[src/rtl/core/sacsc_pkg.sv]
// Package for the second-chance set-associative cache unit.
// Holds geometry constants, request and response word types, the lookup
// result struct and the controller state encoding. No dependencies.
package sacsc_pkg;

    localparam int SETS           = 8;
    localparam int WAYS           = 8;
    localparam int WORDS_PER_LINE = 16;
    localparam int MEM_WORDS      = 65536;

    localparam int ADDR_W = 18;
    localparam int DATA_W = 32;
    localparam int WA_W   = $clog2(MEM_WORDS);
    localparam int OFF_W  = $clog2(WORDS_PER_LINE);
    localparam int SET_W  = $clog2(SETS);
    localparam int WAY_W  = $clog2(WAYS);
    localparam int TAG_W  = WA_W - OFF_W - SET_W;
    localparam int LINE_AW = SET_W + WAY_W + OFF_W;
    localparam int CNT_W  = OFF_W + 1;

    localparam logic MODE_READ  = 1'b0;
    localparam logic MODE_WRITE = 1'b1;

    typedef struct packed {
        logic              mode;
        logic [ADDR_W-1:0] address;
        logic [DATA_W-1:0] write_data;
    } req_t;

    typedef struct packed {
        logic [DATA_W-1:0] read_data;
        logic              hit;
        logic              bypassed;
    } rsp_t;

    typedef logic [WAYS-1:0][TAG_W-1:0] tag_row_t;

    typedef struct packed {
        logic             hit;
        logic [WAY_W-1:0] hit_way;
        logic             inv_found;
        logic [WAY_W-1:0] inv_way;
        logic             scan_found;
        logic [WAY_W-1:0] scan_way;
        logic [WAYS-1:0]  clear_mask;
    } lookup_t;

    typedef enum logic [2:0] {
        ST_CLEAR,
        ST_IDLE,
        ST_LOOKUP,
        ST_HIT_READ,
        ST_BYP_READ,
        ST_WBACK,
        ST_FILL
    } state_t;

endpackage

[src/rtl/core/sacsc_victim.sv]
// Way search for one set: tag match, first invalid way and second-chance scan.
// Depends on sacsc_pkg.
module sacsc_victim (
    input  sacsc_pkg::tag_row_t               tag_row,
    input  logic [sacsc_pkg::TAG_W-1:0]       tag,
    input  logic [sacsc_pkg::WAYS-1:0]        valid,
    input  logic [sacsc_pkg::WAYS-1:0]        sc,
    input  logic [sacsc_pkg::WAY_W-1:0]       ptr,
    output sacsc_pkg::lookup_t                lk
);
    import sacsc_pkg::*;

    always_comb
    begin
        logic [WAY_W-1:0] p;
        lk = '0;
        for (int w = WAYS - 1; w >= 0; w--)
        begin
            if (valid[w] && tag_row[w] == tag)
            begin
                lk.hit     = 1'b1;
                lk.hit_way = WAY_W'(w);
            end
            if (!valid[w])
            begin
                lk.inv_found = 1'b1;
                lk.inv_way   = WAY_W'(w);
            end
        end
        for (int n = 0; n < WAYS; n++)
        begin
            p = ptr + WAY_W'(n);
            if (!lk.scan_found)
            begin
                if (!sc[p])
                begin
                    lk.scan_found = 1'b1;
                    lk.scan_way   = p;
                end
                else
                begin
                    lk.clear_mask[p] = 1'b1;
                end
            end
        end
    end

endmodule

[config.mk]
export PLATFORM = sky130hd
export DESIGN_NAME = sacsc_victim
export DESIGN_NICKNAME = d
export VERILOG_FILES = /design/src/rtl/core/sacsc_pkg.sv /design/src/rtl/core/sacsc_victim.sv
export SDC_FILE = /design/constraint.sdc
export NUM_CORES = 1
export LEC_CHECK = 0
export ABC_CLOCK_PERIOD_IN_PS = 3700
export BUFFER_PORTS_ARGS = -buffer_cell sky130_fd_sc_hd__buf_2
export CAP_MARGIN = 20
export CORE_UTILIZATION = 40
export DETAILED_ROUTE_END_ITERATION = 16
export GPL_TIMING_DRIVEN = 0
export PLACE_DENSITY = 0.82
export RECOVER_POWER = 50
export SETUP_SLACK_MARGIN = 0.05
export SLEW_MARGIN = 20
export SYNTH_ARGS = -nofsm -noshare
export SYNTH_HDL_FRONTEND = slang
export SYNTH_SLANG_ARGS = --single-unit
[constraint.sdc]
create_clock -name vclk -period 3.7
set_clock_uncertainty 0.2 [all_clocks]
set_input_delay 0.185 -clock vclk [all_inputs]
set_output_delay 0.185 -clock vclk [all_outputs]
set_load 0.01 [all_outputs]
==> flow_summary.yaml <==
run_status:
  status: "finished, final reports clean"
grt:
  grtUsageTotal: 0.270
  grt_pass1_vias: 2880
  grt_first_pass_wirelength_mm: 13.9
  antenna_found_initial: 0
  grt-ovfl-total: 0
  grt_max_degree: 11
power:
  clkPwrFrac: 0
  combPwrFrac: 1.000
  p_seq_frac: 0
  power.switching_mw: 0.283
  powerDensity_nw_per_um2: 159
  peakVddDrop_v: 0.0000753
  p_sw_frac: 0.553
  power_leakage_nw: 1.30
  p_int_mw: 0.229
  finalPower_mw: 0.511
final_layout:
  final_nets: 548
  nFlopsAndLatches: 0
  drive_above_1_share: 0.341
  final_util: 0.543
  final-seq-area_um2: 0
  fin_cells: 515
  clock_buffers: 0
  n_antenna_cell: 0
  multi_input_area_um2: 2380
  fillers: 538
  syn_to_final_growth_pct: 30.8
  fin_area_um2: 3210
min_path:
  hold_depth: 3
  min_path_type: "in2out"
logic_synthesis:
  synth.distinct_cells: 53
  netlist_area_um2: 2460
  yosysTopAreaCellShare: 0.178
  syn_nets: 429
  syn_inst: 323
  syn_avg_cell_area_um2: 7.60
  yosys-top-cells-area: "xnor2_1 (18%), mux4_2 (13%), xor2_1 (8.6%)"
  ys.warnings.count: 0
  ys_seq_area_frac: 0
  yosys.area.top_type: "xnor2_1"
timing:
  slew-limit-headroom: 0.593
  whs_ps: 487
  timing.fmax_mhz: 281
  final-hold-violation-count: 0
  post-route-min-period_ps: 3560
  fin_crit_sh: 0.962
  setup_viol: 0
  fin_ws_ps: 140
  tightest_slew_ps: 611
  rsz0062_at_grt: "true"
  fin_tns_setup_ps: 0
  final-max-slew-violation-count: 0
critical_path:
  cp.arrival_ps: 3170
  worst-setup-path-type: "in2out"
  worstPathMaxFanout: 10
  cp_slowest_cell: "mux4_2"
  timing.critical_path.cells: "buf_2 -> buf_6 -> buf_4 -> inv_1 -> ha_1 -> buf_6 -> mux4_2 -> mux2i_2 -> nor3_2 -> nand3_1 -> o311ai_1 -> a221o_1 -> a22o_1 -> buf_2"
  cp_top_family: "buffers and inverters"
  required_ps: 3310
  critPathLaunchType: "primary input"
  worst-path-stages: 14
  worstSetupEndpointType: "primary output"
  crit_buf_inv: 6
  slowest_delay_ps: 580
route:
  vias: 3061
  wl_per_cell_um: 17.1
  routed_wl_mm: 8.82
  drc: 0
  first_pass_iters: 5
  first_iter_violations: 235
  vias_per_cell: 5.94
  ant_nets: 0
floorplan:
  coreArea_um2: 5920
  start_util: 0.415
  fp.dieW_um: 80.4
  placementRows: 28
  die_area_um2: 6460
  die_y_um: 80.4
  io-pin-count: 120
placed_design:
  dpl_cell_area_um2: 3110
  dp_slack_ps: -349
  gp_congestion: 0.976
  place_hpwl_mm: 7.13
  dp_cells: 509
  io_buffer_count: 111
job:
  cap_violations: 0
clock_network:
  cts_hold_buf: 0
## kinds of logic (layout without fill, tap and decap cells)
kind of cell / Yosys count / in the layout / share of synthesized area
simple gates: 110 / 110 / 0.228
buf+inv: 28 / 145 / 0.0494
compound gates: 79 / 79 / 0.212
fa+ha+maj: 6 / 6 / 0.0306
xor+xnor: 76 / 76 / 0.286
mux: 24 / 24 / 0.194
## power by group through the flow
| stage | sequential (mW) | combinational (mW) | clock (mW) |
|---|---|---|---|
| 2_1_floorplan | 0 | 0.313 | 0 |
| 3_3_place_gp | 0 | 0.461 | 0 |
| 3_5_place_dp | 0 | 0.468 | 0 |
| 4_1_cts | 0 | 0.488 | 0 |
| 5_1_grt | 0 | 0.550 | 0 |
| 6_report | 0 | 0.511 | 0 |
## layer usage
layer / routed length (um) / track usage / vias to the layer above / part of all wire
li1: - / - / 1449 / -
met1: 3400 / 0.334 / 1393 / 0.39
met2: 4480 / 0.493 / 194 / 0.51
met3: 749 / 0.0330 / 25 / 0.085
met4: 187 / 0.0607 / 0 / 0.021
met5: 0 / 0 / - / 0
## cells in the mapped netlist (3+ instances only)
library cell	count
a21oi_1	22
a221o_1	3
a22oi_1	5
a31oi_1	4
a32oi_1	6
and3_1	4
buf_2	4
clkbuf_1	15
ha_1	6
inv_1	7
mux2i_1	5
mux4_2	14
nand2_1	31
nand3_1	5
nand4_1	17
nor2_1	22
nor2b_1	3
nor3_1	9
nor4_1	7
o21ai_0	16
o31ai_1	4
xnor2_1	50
xor2_1	24
## repair_timing
item | in CTS | in global routing
resized for setup | 9 | 12
setup buffers | 3 | 4
pin swaps | 0 | 1
endpoints found under the setup margin | 11 | 11
## layout make-up
type,instances,share of cell area
Multi-Input combinational cell,295,0.740
Timing Repair Buffer,118,0.186
Buffer,20,0.0354
Tap cell,75,0.0292
Inverter,7,0.00935
## cell usage in the layout, fill, tap and decap left out, types with 3 or more instances in the layout
cell	n
buf_2	104
xnor2_1	49
nand2_1	30
xor2_1	24
nor2_1	22
a21oi_1	22
clkbuf_1	21
nand4_1	17
o21ai_0	15
mux4_2	14
buf_4	10
nor3_1	9
nor4_1	7
inv_1	6
a32oi_1	6
nand3_1	5
a22oi_1	5
ha_1	5
mux2i_4	4
a31oi_1	4
and3_1	4
o31ai_1	4
o21ai_1	3
a221o_1	3
nor2b_1	3
## path summary, 6_finish.rpt
| check | from | endpoint | slack, ps |
|---|---|---|---|
| max | ptr[1] | lk[1] | 140 |
| min | valid[1] | lk[12] | 490 |
(Power assumes the default switching activity.)
